===== config.mk =====
export PLATFORM = sky130hd
export DESIGN_NAME = lcbm_front_flat
export DESIGN_NICKNAME = d
export VERILOG_FILES = /design/src/hdl/lcbm_pkg.sv /design/src/hdl/lcbm_if.sv /design/src/hdl/lcbm_front.sv /design/src/flat_wrapper.sv
export SDC_FILE = /design/constraint.sdc
export NUM_CORES = 1
export LEC_CHECK = 0
export ABC_AREA = 1
export CORE_MARGIN = 8
export CORE_UTILIZATION = 45
export DETAILED_ROUTE_END_ITERATION = 10
export DONT_BUFFER_PORTS = 1
export SYNTH_ARGS = -nofsm -noshare
export SYNTH_HDL_FRONTEND = slang
export SYNTH_SLANG_ARGS = --single-unit

===== constraint.sdc =====
create_clock -name vclk -period 1.6
set_clock_uncertainty 0.05 [all_clocks]
set_input_delay 0.16 -clock vclk [all_inputs]
set_output_delay 0.16 -clock vclk [all_outputs]
set_load 0.02 [all_outputs]

===== src/hdl/lcbm_pkg.sv =====
// lcbm_pkg: shared types and constants for the latched tile-bank mapper
// no dependencies; every other file in hdl/ refers to it by scoped names
package lcbm_pkg;

    localparam int unsigned WORK_RAM_DEPTH = 8192;
    localparam int unsigned QUEUE_DEPTH    = 2;

    localparam int unsigned OPCODE_W    = 2;
    localparam int unsigned ADDR_W      = 16;
    localparam int unsigned DATA_W      = 8;
    localparam int unsigned KIND_W      = 2;
    localparam int unsigned ROM_ADDR_W  = 17;
    localparam int unsigned PRG_SIZE_W  = 4;
    localparam int unsigned PRG_BANK_W  = 4;
    localparam int unsigned TILE_BANK_W = 5;
    localparam int unsigned NUM_TILE_BANKS = 4;
    localparam int unsigned OFF_W       = 15;

    localparam logic [PRG_SIZE_W-1:0] PRG_SIZE_RESET = 4'd8;

    // cpu address map
    localparam logic [ADDR_W-1:0] ADDR_WRAM      = 16'h6000;
    localparam logic [ADDR_W-1:0] ADDR_PRG_SW    = 16'h8000;
    localparam logic [ADDR_W-1:0] ADDR_PRG_FIX   = 16'hA000;
    localparam logic [ADDR_W-1:0] ADDR_TILE_REGS = 16'hB000;
    localparam logic [ADDR_W-1:0] ADDR_MIRR_REG  = 16'hF000;

    // ppu pattern space and latch trigger addresses
    localparam logic [ADDR_W-1:0] ADDR_PAT_END = 16'h2000;
    localparam logic [ADDR_W-1:0] ADDR_LO_FD   = 16'h0FD8;
    localparam logic [ADDR_W-1:0] ADDR_LO_FE   = 16'h0FE8;
    localparam logic [ADDR_W-1:0] ADDR_HI_FD   = 16'h1FD8;
    localparam logic [ADDR_W-1:0] ADDR_HI_FE   = 16'h1FE8;

    typedef enum logic [OPCODE_W-1:0] {
        OP_CPU_RD = 2'd0,
        OP_CPU_WR = 2'd1,
        OP_PPU_RD = 2'd2,
        OP_PPU_WR = 2'd3
    } t_op;

    typedef enum logic [KIND_W-1:0] {
        KIND_RAM  = 2'd0,
        KIND_PRG  = 2'd1,
        KIND_CHR  = 2'd2,
        KIND_NONE = 2'd3
    } t_kind;

    typedef enum logic [3:0] {
        ACT_NONE,
        ACT_RAM_RD,
        ACT_RAM_WR,
        ACT_PRG_SW,
        ACT_PRG_FIX,
        ACT_TILE_RD,
        ACT_SET_PRG,
        ACT_SET_TILE,
        ACT_SET_MIRR
    } t_act;

    // decoded command passed from front to back
    typedef struct packed {
        t_act              act;
        logic [OFF_W-1:0]  off;
        logic [DATA_W-1:0] data;
        logic [1:0]        sel;
        logic              lo_clr;
        logic              lo_set;
        logic              hi_clr;
        logic              hi_set;
    } t_cmd;

    typedef logic [NUM_TILE_BANKS-1:0][TILE_BANK_W-1:0] t_tile_banks;

endpackage


===== src/hdl/lcbm_if.sv =====
// lcbm_if: valid/ready channel interfaces for requests, results and config
// depends on lcbm_pkg for field widths
interface lcbm_req_if;
    logic                             valid;
    logic                             ready;
    logic [lcbm_pkg::OPCODE_W-1:0]    opcode;
    logic [lcbm_pkg::ADDR_W-1:0]      address;
    logic [lcbm_pkg::DATA_W-1:0]      write_data;

    modport source (output valid, output opcode, output address, output write_data,
                    input ready);
    modport sink   (input valid, input opcode, input address, input write_data,
                    output ready);
endinterface



===== src/hdl/lcbm_front.sv =====
// lcbm_front: accepts request words and decodes them into commands
// depends on lcbm_pkg and lcbm_req_if
module lcbm_front #(
    parameter int unsigned WORK_RAM_DEPTH = lcbm_pkg::WORK_RAM_DEPTH
) (
    lcbm_req_if.sink         i_req,
    input  logic             i_full,
    output logic             o_push,
    output lcbm_pkg::t_cmd   o_cmd
);

    localparam int unsigned          OFF_W  = lcbm_pkg::OFF_W;
    localparam logic [OFF_W-1:0]     RAM_D1 = OFF_W'(WORK_RAM_DEPTH);
    localparam logic [OFF_W-1:0]     RAM_D2 = OFF_W'(2 * WORK_RAM_DEPTH);

    lcbm_pkg::t_op                   op;
    logic [lcbm_pkg::ADDR_W-1:0]     addr;
    logic [OFF_W-1:0]                ram_raw;
    logic [OFF_W-1:0]                ram_m1;
    logic [OFF_W-1:0]                ram_idx;
    logic [OFF_W-1:0]                fix_off;

    assign i_req.ready = !i_full;
    assign o_push      = i_req.valid && !i_full;

    assign op   = lcbm_pkg::t_op'(i_req.opcode);
    assign addr = i_req.address;

    // ram offset folded into the work ram depth, at most two subtract steps
    assign ram_raw = OFF_W'(addr - lcbm_pkg::ADDR_WRAM);
    assign ram_m1  = (ram_raw >= RAM_D2) ? ram_raw - RAM_D2 : ram_raw;
    assign ram_idx = (ram_m1 >= RAM_D1) ? ram_m1 - RAM_D1 : ram_m1;
    assign fix_off = OFF_W'(addr - lcbm_pkg::ADDR_PRG_FIX);

    always_comb begin
        o_cmd        = '0;
        o_cmd.act    = lcbm_pkg::ACT_NONE;
        o_cmd.data   = i_req.write_data;
        case (op)
            lcbm_pkg::OP_CPU_RD: begin
                if (addr < lcbm_pkg::ADDR_WRAM) begin
                    o_cmd.act = lcbm_pkg::ACT_NONE;
                end else if (addr < lcbm_pkg::ADDR_PRG_SW) begin
                    o_cmd.act = lcbm_pkg::ACT_RAM_RD;
                    o_cmd.off = ram_idx;
                end else if (addr < lcbm_pkg::ADDR_PRG_FIX) begin
                    o_cmd.act = lcbm_pkg::ACT_PRG_SW;
                    o_cmd.off = {2'b00, addr[12:0]};
                end else begin
                    o_cmd.act = lcbm_pkg::ACT_PRG_FIX;
                    o_cmd.off = fix_off;
                end
            end
            lcbm_pkg::OP_CPU_WR: begin
                if (addr < lcbm_pkg::ADDR_WRAM) begin
                    o_cmd.act = lcbm_pkg::ACT_NONE;
                end else if (addr < lcbm_pkg::ADDR_PRG_SW) begin
                    o_cmd.act = lcbm_pkg::ACT_RAM_WR;
                    o_cmd.off = ram_idx;
                end else if (addr < lcbm_pkg::ADDR_PRG_FIX) begin
                    o_cmd.act = lcbm_pkg::ACT_NONE;
                end else if (addr < lcbm_pkg::ADDR_TILE_REGS) begin
                    o_cmd.act = lcbm_pkg::ACT_SET_PRG;
                end else if (addr < lcbm_pkg::ADDR_MIRR_REG) begin
                    // 0xB000..0xEFFF map to tile bank regs 0..3
                    o_cmd.act = lcbm_pkg::ACT_SET_TILE;
                    o_cmd.sel = addr[13:12] + 2'd1;
                end else begin
                    o_cmd.act = lcbm_pkg::ACT_SET_MIRR;
                end
            end
            lcbm_pkg::OP_PPU_RD: begin
                if (addr < lcbm_pkg::ADDR_PAT_END) begin
                    o_cmd.act    = lcbm_pkg::ACT_TILE_RD;
                    o_cmd.off    = {3'b000, addr[11:0]};
                    o_cmd.sel    = {addr[12], 1'b0};
                    o_cmd.lo_clr = (addr == lcbm_pkg::ADDR_LO_FD);
                    o_cmd.lo_set = (addr == lcbm_pkg::ADDR_LO_FE);
                    o_cmd.hi_clr = (addr[15:3] == lcbm_pkg::ADDR_HI_FD[15:3]);
                    o_cmd.hi_set = (addr[15:3] == lcbm_pkg::ADDR_HI_FE[15:3]);
                end
            end
            default: begin
                o_cmd.act = lcbm_pkg::ACT_NONE;
            end
        endcase
    end

endmodule


===== src/flat_wrapper.sv =====
// flat-port wrapper written by rule: the top's interface ports become plain ports
module lcbm_front_flat 
#(
    parameter int unsigned WORK_RAM_DEPTH = lcbm_pkg::WORK_RAM_DEPTH
)
  (i_full, o_push, o_cmd, i_req_valid, i_req_opcode, i_req_address, i_req_write_data, i_req_ready);
  lcbm_req_if i_req_i ();
  input  logic i_full;
  output logic o_push;
  output lcbm_pkg::t_cmd o_cmd;
  input wire logic [$bits(i_req_i.valid)-1:0] i_req_valid;
  input wire logic [$bits(i_req_i.opcode)-1:0] i_req_opcode;
  input wire logic [$bits(i_req_i.address)-1:0] i_req_address;
  input wire logic [$bits(i_req_i.write_data)-1:0] i_req_write_data;
  output wire logic [$bits(i_req_i.ready)-1:0] i_req_ready;
  assign i_req_i.valid = i_req_valid;
  assign i_req_i.opcode = i_req_opcode;
  assign i_req_i.address = i_req_address;
  assign i_req_i.write_data = i_req_write_data;
  assign i_req_ready = i_req_i.ready;
  lcbm_front #(.WORK_RAM_DEPTH(WORK_RAM_DEPTH)) u_core (.i_req(i_req_i), .i_full(i_full), .o_push(o_push), .o_cmd(o_cmd));
endmodule

==> run metrics <==
status finished clean; chip width 57.4 um; Initial Utilization 0.461; dpl hpwl 1810 um; setup_tns 0 ns; RSZ-0062 raised after global routing false; most frequent cell after synthesis nor2_1; Yosys top cell area share 0.146; number of post-CTS setup repair buffers 0; PortBufs 0; Reg area 0 sq um; # setup viols final 0; FF+latch count 0; Die Ht 57.4 um; Max Fclk 0.704 GHz; combinational fraction of design power 1.000; Area contributors post-synth ha_1, nand3_2, nor2_1, buf_4, nand2_1; Mapped Area 771 sq um; worst min-delay path class in -> out; type of destination of the critical path primary output; final hold vios 0; largest area contributor in the synthesized netlist ha_1; Final Core Density 0.469; crit path kind in -> out; Final ANT Viol Nets 0; Commonest cells post-synth nor2_1, nand2_1, inv_1; vias 802; initial antenna violation count 0; Psw 113 uW; Syn Inst Count 130; Placer Congestion 0.886; number of gates resized after cts 0; Cell Rows 15; static leakage 0.000419 uW; Startpoint Class primary input; Ports 63; grt ovf 0; switching portion of total power 0.672; PwrDens 215 mW/mm^2; Seq/Total Area, Yosys 0; worst path arrival time 1.21 ns; pin count of the biggest net entering global routing 13; DRT iter0 DRCs 15; Max Cap Viol 0; CTS Hold Buffers Added 0; diode count 0; area delta synth->final 1.62%; first-pass GRT wire length 3160 um; GRT Overall Usage 0.112; maximum vdd drop 0.0000980 V; minimum clock period 1.42 ns; part of the power in the clock network 0; TritonRoute pass-1 iters 4; Post-Synthesis Mean Instance Area 5.93 sq um; layout cell share with drive strength beyond 1 0.313; Via density 5.42; Core ar. 0.00167 sq mm; crit-path max FO 12; vias in the first global route 726; Worst Path Required 1.39 ns; Die Area 0.00329 sq mm; detailed-route DRC error count 0; WL/cell 13.8 um; Internal 55.3 uW; final net count 170; library cells used by synthesis 23; yosys warns 0; Tcrit/Tclk final 0.887; total wire length 2050 um; Clock buffer cells 0; sequential power share 0; Final Max Tran Viols 0
[layer usage]
layer  wire, um  global-route usage  part of all wire
met3        372              0.0583              0.18
met1        736               0.108              0.36
met5          0                   0                 0
met2        898               0.207              0.44
met4         38              0.0214             0.019
[worst paths after layout]
path | start | endpoint | slack [ns] | depth (start not counted)
worst max-delay path | i_req_opcode[0] | o_cmd[24] | 0.18 | 8
worst min-delay path | i_req_write_data[3] | o_cmd[9] | 0.27 | 0
[critical path: stages]
cell     delay [ns]
inv_1          0.06
ha_1           0.25
inv_2          0.07
a21oi_4        0.15
o21ai_2        0.09
nand2_4        0.17
nand3_1        0.09
inv_1          0.17
[per-stage QoR]
stage	total power (uW)	instances	area (sq um)	setup WS, ns	hold WS [ns]
after global routing	187	148	783	0.0409	0.270
final	169	148	783	0.180	0.270
after CTS	170	148	783	0.177	0.270
after global placement	167	148	783	0.224	0.270
after detailed placement	170	148	783	0.179	0.270
after floorplan	174	131	774	0.137	0.321
[logic make-up (layout without fill, tap and decap cells)]
logic type                 after synthesis  after routing  share of synthesized area
other                                    1              2                    0.00487
buffers and inverters                   38             38                      0.250
AOI/OAI and AO/OA                       10             10                     0.0925
adders and majority gates                9              9                      0.146
and+or+nand+nor                         72             72                      0.507
[cell usage in the layout, fill, tap and decap left out, types with 2 or more instances in the layout]
master / netlist / routed
inv_1: 15 / 15
nor3_1: 2 / 2
nand3_1: 8 / 8
nand2_1: 17 / 17
buf_4: 9 / 10
a31oi_1: 2 / 2
inv_2: 13 / 13
nand3_2: 11 / 11
a21oi_1: 4 / 4
nor2_1: 23 / 23
conb_1: 1 / 2
nor2_2: 2 / 2
nand4_1: 5 / 5
ha_1: 9 / 9
[layout make-up]
class	instances	area, sq um
inverter	28	105
fill	196	887
timing repair buffer	10	75.1
multi-input combinational	93	582
tap	17	21.3
[power by group through the flow]
stage	sequential, uW	combinational (uW)	clock, uW
2_1_floorplan	0	174	0
3_3_place_gp	0	167	0
3_5_place_dp	0	170	0
4_1_cts	0	170	0
5_1_grt	0	187	0
6_report	0	169	0
No activity file was read; power rests on OpenSTA's default activity.
