**src/hdl/lcbm_pkg.sv**
```systemverilog
// lcbm_pkg: shared types and constants for the latched tile-bank mapper
// no dependencies; every other file in hdl/ refers to it by scoped names
package lcbm_pkg;

    localparam int unsigned WORK_RAM_DEPTH = 8192;
    localparam int unsigned QUEUE_DEPTH    = 2;

    localparam int unsigned OPCODE_W    = 2;
    localparam int unsigned ADDR_W      = 16;
    localparam int unsigned DATA_W      = 8;
    localparam int unsigned KIND_W      = 2;
    localparam int unsigned ROM_ADDR_W  = 17;
    localparam int unsigned PRG_SIZE_W  = 4;
    localparam int unsigned PRG_BANK_W  = 4;
    localparam int unsigned TILE_BANK_W = 5;
    localparam int unsigned NUM_TILE_BANKS = 4;
    localparam int unsigned OFF_W       = 15;

    localparam logic [PRG_SIZE_W-1:0] PRG_SIZE_RESET = 4'd8;

    // cpu address map
    localparam logic [ADDR_W-1:0] ADDR_WRAM      = 16'h6000;
    localparam logic [ADDR_W-1:0] ADDR_PRG_SW    = 16'h8000;
    localparam logic [ADDR_W-1:0] ADDR_PRG_FIX   = 16'hA000;
    localparam logic [ADDR_W-1:0] ADDR_TILE_REGS = 16'hB000;
    localparam logic [ADDR_W-1:0] ADDR_MIRR_REG  = 16'hF000;

    // ppu pattern space and latch trigger addresses
    localparam logic [ADDR_W-1:0] ADDR_PAT_END = 16'h2000;
    localparam logic [ADDR_W-1:0] ADDR_LO_FD   = 16'h0FD8;
    localparam logic [ADDR_W-1:0] ADDR_LO_FE   = 16'h0FE8;
    localparam logic [ADDR_W-1:0] ADDR_HI_FD   = 16'h1FD8;
    localparam logic [ADDR_W-1:0] ADDR_HI_FE   = 16'h1FE8;

    typedef enum logic [OPCODE_W-1:0] {
        OP_CPU_RD = 2'd0,
        OP_CPU_WR = 2'd1,
        OP_PPU_RD = 2'd2,
        OP_PPU_WR = 2'd3
    } t_op;

    typedef enum logic [KIND_W-1:0] {
        KIND_RAM  = 2'd0,
        KIND_PRG  = 2'd1,
        KIND_CHR  = 2'd2,
        KIND_NONE = 2'd3
    } t_kind;

    typedef enum logic [3:0] {
        ACT_NONE,
        ACT_RAM_RD,
        ACT_RAM_WR,
        ACT_PRG_SW,
        ACT_PRG_FIX,
        ACT_TILE_RD,
        ACT_SET_PRG,
        ACT_SET_TILE,
        ACT_SET_MIRR
    } t_act;

    // decoded command passed from front to back
    typedef struct packed {
        t_act              act;
        logic [OFF_W-1:0]  off;
        logic [DATA_W-1:0] data;
        logic [1:0]        sel;
        logic              lo_clr;
        logic              lo_set;
        logic              hi_clr;
        logic              hi_set;
    } t_cmd;

    typedef logic [NUM_TILE_BANKS-1:0][TILE_BANK_W-1:0] t_tile_banks;

endpackage

```
**src/hdl/lcbm_queue.sv**
```systemverilog
// lcbm_queue: short command fifo between the decode front and the back
// depends on lcbm_pkg
module lcbm_queue (
    input  logic             i_clk,
    input  logic             i_rst_n,
    input  logic             i_push,
    input  lcbm_pkg::t_cmd   i_cmd,
    input  logic             i_pop,
    output logic             o_full,
    output logic             o_valid,
    output lcbm_pkg::t_cmd   o_cmd
);

    localparam int unsigned DEPTH = lcbm_pkg::QUEUE_DEPTH;
    localparam int unsigned PTR_W = (DEPTH > 1) ? $clog2(DEPTH) : 1;
    localparam int unsigned CNT_W = $clog2(DEPTH + 1);
    localparam logic [PTR_W-1:0] PTR_LAST = PTR_W'(DEPTH - 1);
    localparam logic [CNT_W-1:0] CNT_FULL = CNT_W'(DEPTH);

    lcbm_pkg::t_cmd     r_mem [DEPTH];
    logic [PTR_W-1:0]   r_wr_ptr;
    logic [PTR_W-1:0]   r_rd_ptr;
    logic [CNT_W-1:0]   r_count;
    logic [PTR_W-1:0]   n_wr_ptr;
    logic [PTR_W-1:0]   n_rd_ptr;
    logic [CNT_W-1:0]   n_count;

    assign o_full  = (r_count == CNT_FULL);
    assign o_valid = (r_count != '0);
    assign o_cmd   = r_mem[r_rd_ptr];

    always_comb begin
        n_wr_ptr = r_wr_ptr;
        n_rd_ptr = r_rd_ptr;
        n_count  = r_count;
        if (i_push) begin
            n_wr_ptr = (r_wr_ptr == PTR_LAST) ? '0 : r_wr_ptr + 1'b1;
        end
        if (i_pop) begin
            n_rd_ptr = (r_rd_ptr == PTR_LAST) ? '0 : r_rd_ptr + 1'b1;
        end
        if (i_push && !i_pop) begin
            n_count = r_count + 1'b1;
        end else if (i_pop && !i_push) begin
            n_count = r_count - 1'b1;
        end
    end

    always_ff @(posedge i_clk) begin
        if (!i_rst_n) begin
            r_wr_ptr <= '0;
            r_rd_ptr <= '0;
            r_count  <= '0;
        end else begin
            r_wr_ptr <= n_wr_ptr;
            r_rd_ptr <= n_rd_ptr;
            r_count  <= n_count;
        end
    end

    always_ff @(posedge i_clk) begin
        if (i_push) begin
            r_mem[r_wr_ptr] <= i_cmd;
        end
    end

endmodule

```
**config.mk**
```make
export PLATFORM = sky130hd
export DESIGN_NAME = lcbm_queue
export DESIGN_NICKNAME = d
export VERILOG_FILES = /design/src/hdl/lcbm_pkg.sv /design/src/hdl/lcbm_queue.sv
export SDC_FILE = /design/constraint.sdc
export NUM_CORES = 1
export LEC_CHECK = 0
export BUFFER_PORTS_ARGS = -buffer_cell sky130_fd_sc_hd__buf_2
export CORE_ASPECT_RATIO = 0.6
export CORE_MARGIN = 1.5
export CORE_UTILIZATION = 52
export DETAILED_ROUTE_END_ITERATION = 10
export PLACE_DENSITY = 0.89
export SYNTH_ARGS = -nofsm -noshare
export SYNTH_HDL_FRONTEND = slang
export SYNTH_SLANG_ARGS = --single-unit
```
**constraint.sdc**
```tcl
create_clock -name i_clk -period 5.21 [get_ports i_clk]
set_input_delay 0.521 -clock i_clk [delete_from_list [all_inputs] [get_ports i_clk]]
set_output_delay 0.521 -clock i_clk [all_outputs]
set_load 0.02 [all_outputs]
```
==> results of run 1 <==
## kinds of logic after synthesis
group           synth area share [%]
simple gates                    2.26
mux                             14.3
flops                           80.0
xor+xnor                        1.01
compound gates                 0.769
buf+inv                         1.20
fa+ha+maj                      0.481
## per-layer routing
layer | GRT usage [%] | wire (microns) | vias to the layer above | part of all wire [%]
li1 | - | - | 639 | -
met1 | 20.5 | 1870 | 626 | 44
met2 | 27.1 | 1940 | 59 | 46
met3 | 8.40 | 384 | 4 | 9.1
met4 | 7.04 | 26 | 0 | 0.62
met5 | 0 | 0 | - | 0
## layout make-up
type	count	area, sq um
Multi-Input combinational cell	49	497
Clock buffer	11	131
Clock inverter	5	73.8
Sequential cell	71	2080
Tap cell	63	78.8
Inverter	1	3.75
Fill cell	318	1450
Timing Repair Buffer	73	370
## worst paths after layout
check,endpoint,slack (ns),from,depth (start not counted)
setup reg to reg,r_mem[1][32],3.49,r_wr_ptr,2
setup / recovery,o_cmd[16],2.64,register,3
hold / removal,r_mem[0][25],0.37,i_cmd[25],1
hold reg to reg,r_count[1],0.51,r_count[1],2
## state kept, by name, summed over array words and instances (netlist names), named ones only
| signal | cells |
|---|---|
| r_rd_ptr | 1 |
| r_wr_ptr | 1 |
| r_count | 2 |
| r_mem | 66 |
## where the power goes
group          total (mW)  switching (mW)  internal (mW)
registers           0.672          0.0144          0.658
clock network       0.447           0.181          0.267
logic               0.148          0.0830         0.0652
total                1.27           0.278          0.989
## cells in the final DEF, fill, tap and decap left out, types with 2 or more instances in the layout
master and instances:
buf_2 71, edfxtp_1 66, mux2_2 33, clkbuf_8 9
dfxtp_1 5, and2_1 4, xor2_1 2, bufinv_16 2
clkinv_2 2, clkbuf_1 2, buf_4 2
## metrics by stage
stage	instances	instance area, sq um
after global placement	257	3030
after floorplan	125	2600
final	273	3240
after global routing	273	3240
after detailed placement	257	3030
after CTS	273	3240
==> results.json, run 1 <==
{
  "run_status": "finished clean",
  "grt_pass1_wl_microns": 6430,
  "max_clock_freq_mhz": 390,
  "chipHeight_microns": 57.8,
  "utilization_pct": 69.1,
  "number_of_enable_flip_flop_cells_after_synthesis": 66,
  "setup.worst_path.end_class": "output pin",
  "first_iter_violations": 71,
  "htreeDepth": 3,
  "final.setup.tns_ns": 0,
  "area_growth_syn_to_layout_pct": 24.4,
  "num_antenna_cells": 0,
  "fin_skew_ns": 0.00639,
  "data_required_time_of_the_worst_path_ns": 4.69,
  "design_power_total_mw": 1.27,
  "route.vias.total": 1328,
  "number_of_antenna_violations_at_the_first_check_in_global_routing": 0,
  "synth_cell_types": 17,
  "min_period_ns": 2.57,
  "synth_most_common_cell": "edfxtp_1",
  "synth_warnings": 0,
  "io-pin-count": 72,
  "pwr_density_cell_nw_per_um2": 392,
  "port-buffer-count": 71,
  "cts_setup_buffers": 0,
  "postLayoutSetupSlackWorst_ns": 2.64,
  "die_outline_area_sq_um": 5450,
  "synthesized_flop_and_latch_total": 71,
  "post_synth_inst_count": 125,
  "dominant_delay_contributor_by_cell_family_on_the_critical_path": "flip-flops",
  "timing_worst_slew_pin_value_ns": 0.923,
  "cts_sinks": 71,
  "cts_tree": "yes",
  "synth_top_area_share_pct": 76.2,
  "max-vdd-ir-drop_uv": 264,
  "detailedPlacementHpwl_microns": 2840,
  "die_w_microns": 94.3,
  "globalplace.congestion": 0.654,
  "wirelength_microns": 4210,
  "core_ar_sq_um": 4680,
  "drive_above_1_share_pct": 58.1,
  "power_leakage_nw": 1.25,
  "postSynthNetCount": 163,
  "dp_slack_ns": 2.98,
  "cts_buffer_depth": 2,
  "crit_buf_inv": 2,
  "first_pass_iteration_count_of_the_detailed_router": 3,
  "seq_area_frac_synth_pct": 80.0,
  "hold_violations": 0,
  "report.final.slew_viol_count": 0,
  "cp_slowest_stage_delay_ns": 0.79,
  "drtAntennaViolNets": 0,
  "final_net_count": 243,
  "worst_hold_slack_ns": 0.371,
  "numCtsBuffers": 9,
  "worstSetupStartpointType": "register",
  "starting_utilization_of_the_core_area_pct": 55.6,
  "syn-cell-area_sq_um": 2600,
  "post_synth_main_area_contributors": "edfxtp_1 (76%), mux2_2 (14%), dfxtp_1 (3.8%)",
  "globalRoute.totalOverflow": 0,
  "post_synth_most_frequent_cells": "edfxtp_1 (66), mux2_2 (33), dfxtp_1 (5)",
  "grt_setup_unrepaired": "no",
  "cell_taking_the_most_area_after_synthesis": "edfxtp_1",
  "cts_stage_hold_buffer_count": 0,
  "post_cts.resized_instances": 0,
  "crit_slowest_cell": "dfxtp_1",
  "globalRouteTotalUtil_pct": 17.2,
  "cts-root-buf": "clkbuf_8",
  "viasPerCell": 4.86,
  "post_drt_wl_per_cell_microns": 15.4,
  "critical_path_peak_fanout": 17,
  "timing.max_cap.violations": 0,
  "synth.avg_cell_area_sq_um": 20.8,
  "period_share_pct": 49.2,
  "register_clock_pin_slew_on_the_reported_worst_setup_and_hold_paths_ns": 0.07,
  "number_of_rows_created_at_floorplan": 19,
  "critical_path.cell_chain": "buf_4 > mux2_2 > buf_2",
  "setup_viol": 0,
  "ys_dominant_reg_cell": "edfxtp_1",
  "grt_start_max_net_pins": 35,
  "drt_drc_violations_left": 0,
  "hold_class": "primary input to register",
  "via_count_of_the_first_global_routing_pass": 1351,
  "timing.slew.headroom_pct": 38.3,
  "clk_latency_ns": 0.33,
  "worstPathArrival_ns": 2.04,
  "worstSetupPathType": "register to output pin",
  "postSynth.asyncResetShare_pct": 0
}
(Power assumes the default switching activity.)
==> inputs of run 2 (changes only) <==
CORE_UTILIZATION = 46   (was 52)
PLACE_DENSITY = 0.84   (was 0.89)
clock period = 2.3 ns   (was 5.21 ns; I/O delays follow)
==> run 2 against run 1 <==
Against the previous run:
- critical endpoint is now o_cmd[7]
- largest cell class unchanged
- via count rose by 3.3%
- routed wire length grew 5.4%
- register-to-register slack got worse by 2.5 ns
- utilization fell by 6.2 points
- worst hold slack worse by 0.29 ns
- final area is 2.2% higher
==> results.json, run 2 (same netlist as run 1, synthesis figures left out) <==
{
  "layout_common_cells": "buf_2 (71), edfxtp_1 (66), mux2_2 (33), clkbuf_8 (9), dfxtp_1 (5)",
  "largest_registers": "r_mem: 66 flops, r_count: 2 flops",
  "viasPerCell": 4.92,
  "critical_path.cell_chain": "buf_4 > mux2_2 > buf_2",
  "numCtsBuffers": 9,
  "combinationalPowerShare_pct": 11.9,
  "io-pin-count": 72,
  "data_required_time_of_the_worst_path_ns": 2.07,
  "r2r_slack_ns": 1.00,
  "timing.slew.headroom_pct": 68.2,
  "worstSetupPathType": "register to output pin",
  "chipHeight_microns": 61.3,
  "critical_path_peak_fanout": 23,
  "drive_above_1_share_pct": 59.6,
  "cts_buffer_depth": 2,
  "grt_setup_unrepaired": "no",
  "crit_buf_inv": 2,
  "setup.worst_path.end_class": "output pin",
  "globalplace.congestion": 0.764,
  "design_power_total_mw": 3.02,
  "clkPwrFrac_pct": 38.2,
  "area_growth_syn_to_layout_pct": 27.1,
  "hold_violations": 0,
  "worstPathArrival_ns": 1.53,
  "die_w_microns": 100,
  "detailedPlacementHpwl_microns": 3060,
  "number_of_antenna_violations_at_the_first_check_in_global_routing": 0,
  "fin_skew_ns": 0.00657,
  "wirelength_microns": 4440,
  "timing.max_cap.violations": 0,
  "worstSetupStartpointType": "register",
  "first_pass_iteration_count_of_the_detailed_router": 4,
  "period_share_pct": 76.6,
  "cts_sinks": 71,
  "max-vdd-ir-drop_uv": 467,
  "num_antenna_cells": 0,
  "min_period_ns": 1.76,
  "setup_viol": 0,
  "route.vias.total": 1372,
  "port-buffer-count": 71,
  "post_cts.resized_instances": 0,
  "hold_class": "primary input to register",
  "cts_setup_buffers": 0,
  "top_register": "r_mem",
  "clk_latency_ns": 0.33,
  "post_drt_wl_per_cell_microns": 15.9,
  "number_of_rows_created_at_floorplan": 20,
  "register_clock_pin_slew_on_the_reported_worst_setup_and_hold_paths_ns": 0.07,
  "p_int_mw": 2.36,
  "final.setup.tns_ns": 0,
  "timing_worst_slew_pin_value_ns": 0.477,
  "drtAntennaViolNets": 0,
  "core_ar_sq_um": 5260,
  "power_switching_share_pct": 21.9,
  "cp_slowest_stage_delay_ns": 0.39,
  "pwr_density_cell_nw_per_um2": 914,
  "cts_stage_hold_buffer_count": 0,
  "starting_utilization_of_the_core_area_pct": 49.5,
  "cts-root-buf": "clkbuf_8",
  "cts_tree": "yes",
  "globalRouteTotalUtil_pct": 16.2,
  "seq_power_share_pct": 49.9,
  "dominant_delay_contributor_by_cell_family_on_the_critical_path": "buffers and inverters",
  "drt_drc_violations_left": 0,
  "largest_register_ffs": 66,
  "first_iter_violations": 37,
  "power_leakage_nw": 1.28,
  "die_outline_area_sq_um": 6130,
  "final_net_count": 246,
  "crit_slowest_cell": "mux2_2",
  "report.final.slew_viol_count": 0,
  "grt_pass1_wl_microns": 6760,
  "final_common_cell": "buf_2",
  "max_clock_freq_mhz": 568,
  "worst_hold_slack_ns": 0.0766,
  "p_sw_mw": 0.661,
  "run_status": "finished clean",
  "grt_start_max_net_pins": 24,
  "globalRoute.totalOverflow": 0,
  "htreeDepth": 3,
  "via_count_of_the_first_global_routing_pass": 1386
}
==> run 2: layout make-up <==
type	count	area (sq um)
Sequential cell	71	2080
Clock buffer	10	128
Timing Repair Buffer	76	405
Fill cell	404	1950
Multi-Input combinational cell	49	497
Tap cell	66	82.6
Inverter	1	3.75
Clock inverter	6	109
==> run 2: final timing paths <==
path / start / endpoint / depth (start not counted)
worst max-delay path: register / o_cmd[7] / 3
worst min-delay path: i_cmd[12] / r_mem[0][12] / 1
worst max register to register: r_wr_ptr / r_mem[0][6] / 2
worst min register to register: r_count[1] / r_count[1] / 2
==> run 2: per-layer routing <==
metal	up-vias	wire length, microns	part of all wire, %	GRT usage, %
met5	-	0	0	0
met4	0	51	1.1	8.65
met3	5	342	7.7	7.72
met2	52	2040	46	24.6
met1	669	2010	45	19.7
li1	646	-	-	-
==> run 2: power by group through the flow <==
stage	Combinational [mW]	Sequential, mW	Clock (mW)
finish	0.359	1.51	1.15
global route	0.385	1.51	1.25
CTS	0.365	1.51	1.18
detailed placement	0.363	1.54	0
global placement	0.356	1.53	0
floorplan	0.233	1.53	0
==> run 2: stage by stage <==
stage	instances	util [%]	cell area [sq um]	worst slack [ns]
2_1_floorplan	125	-	2600	0.0517
3_3_place_gp	263	58.4	3070	0.898
3_5_place_dp	263	58.4	3070	0.889
4_1_cts	279	62.9	3310	0.502
5_1_grt	279	62.9	3310	0.455
6_report	279	62.9	3310	0.539
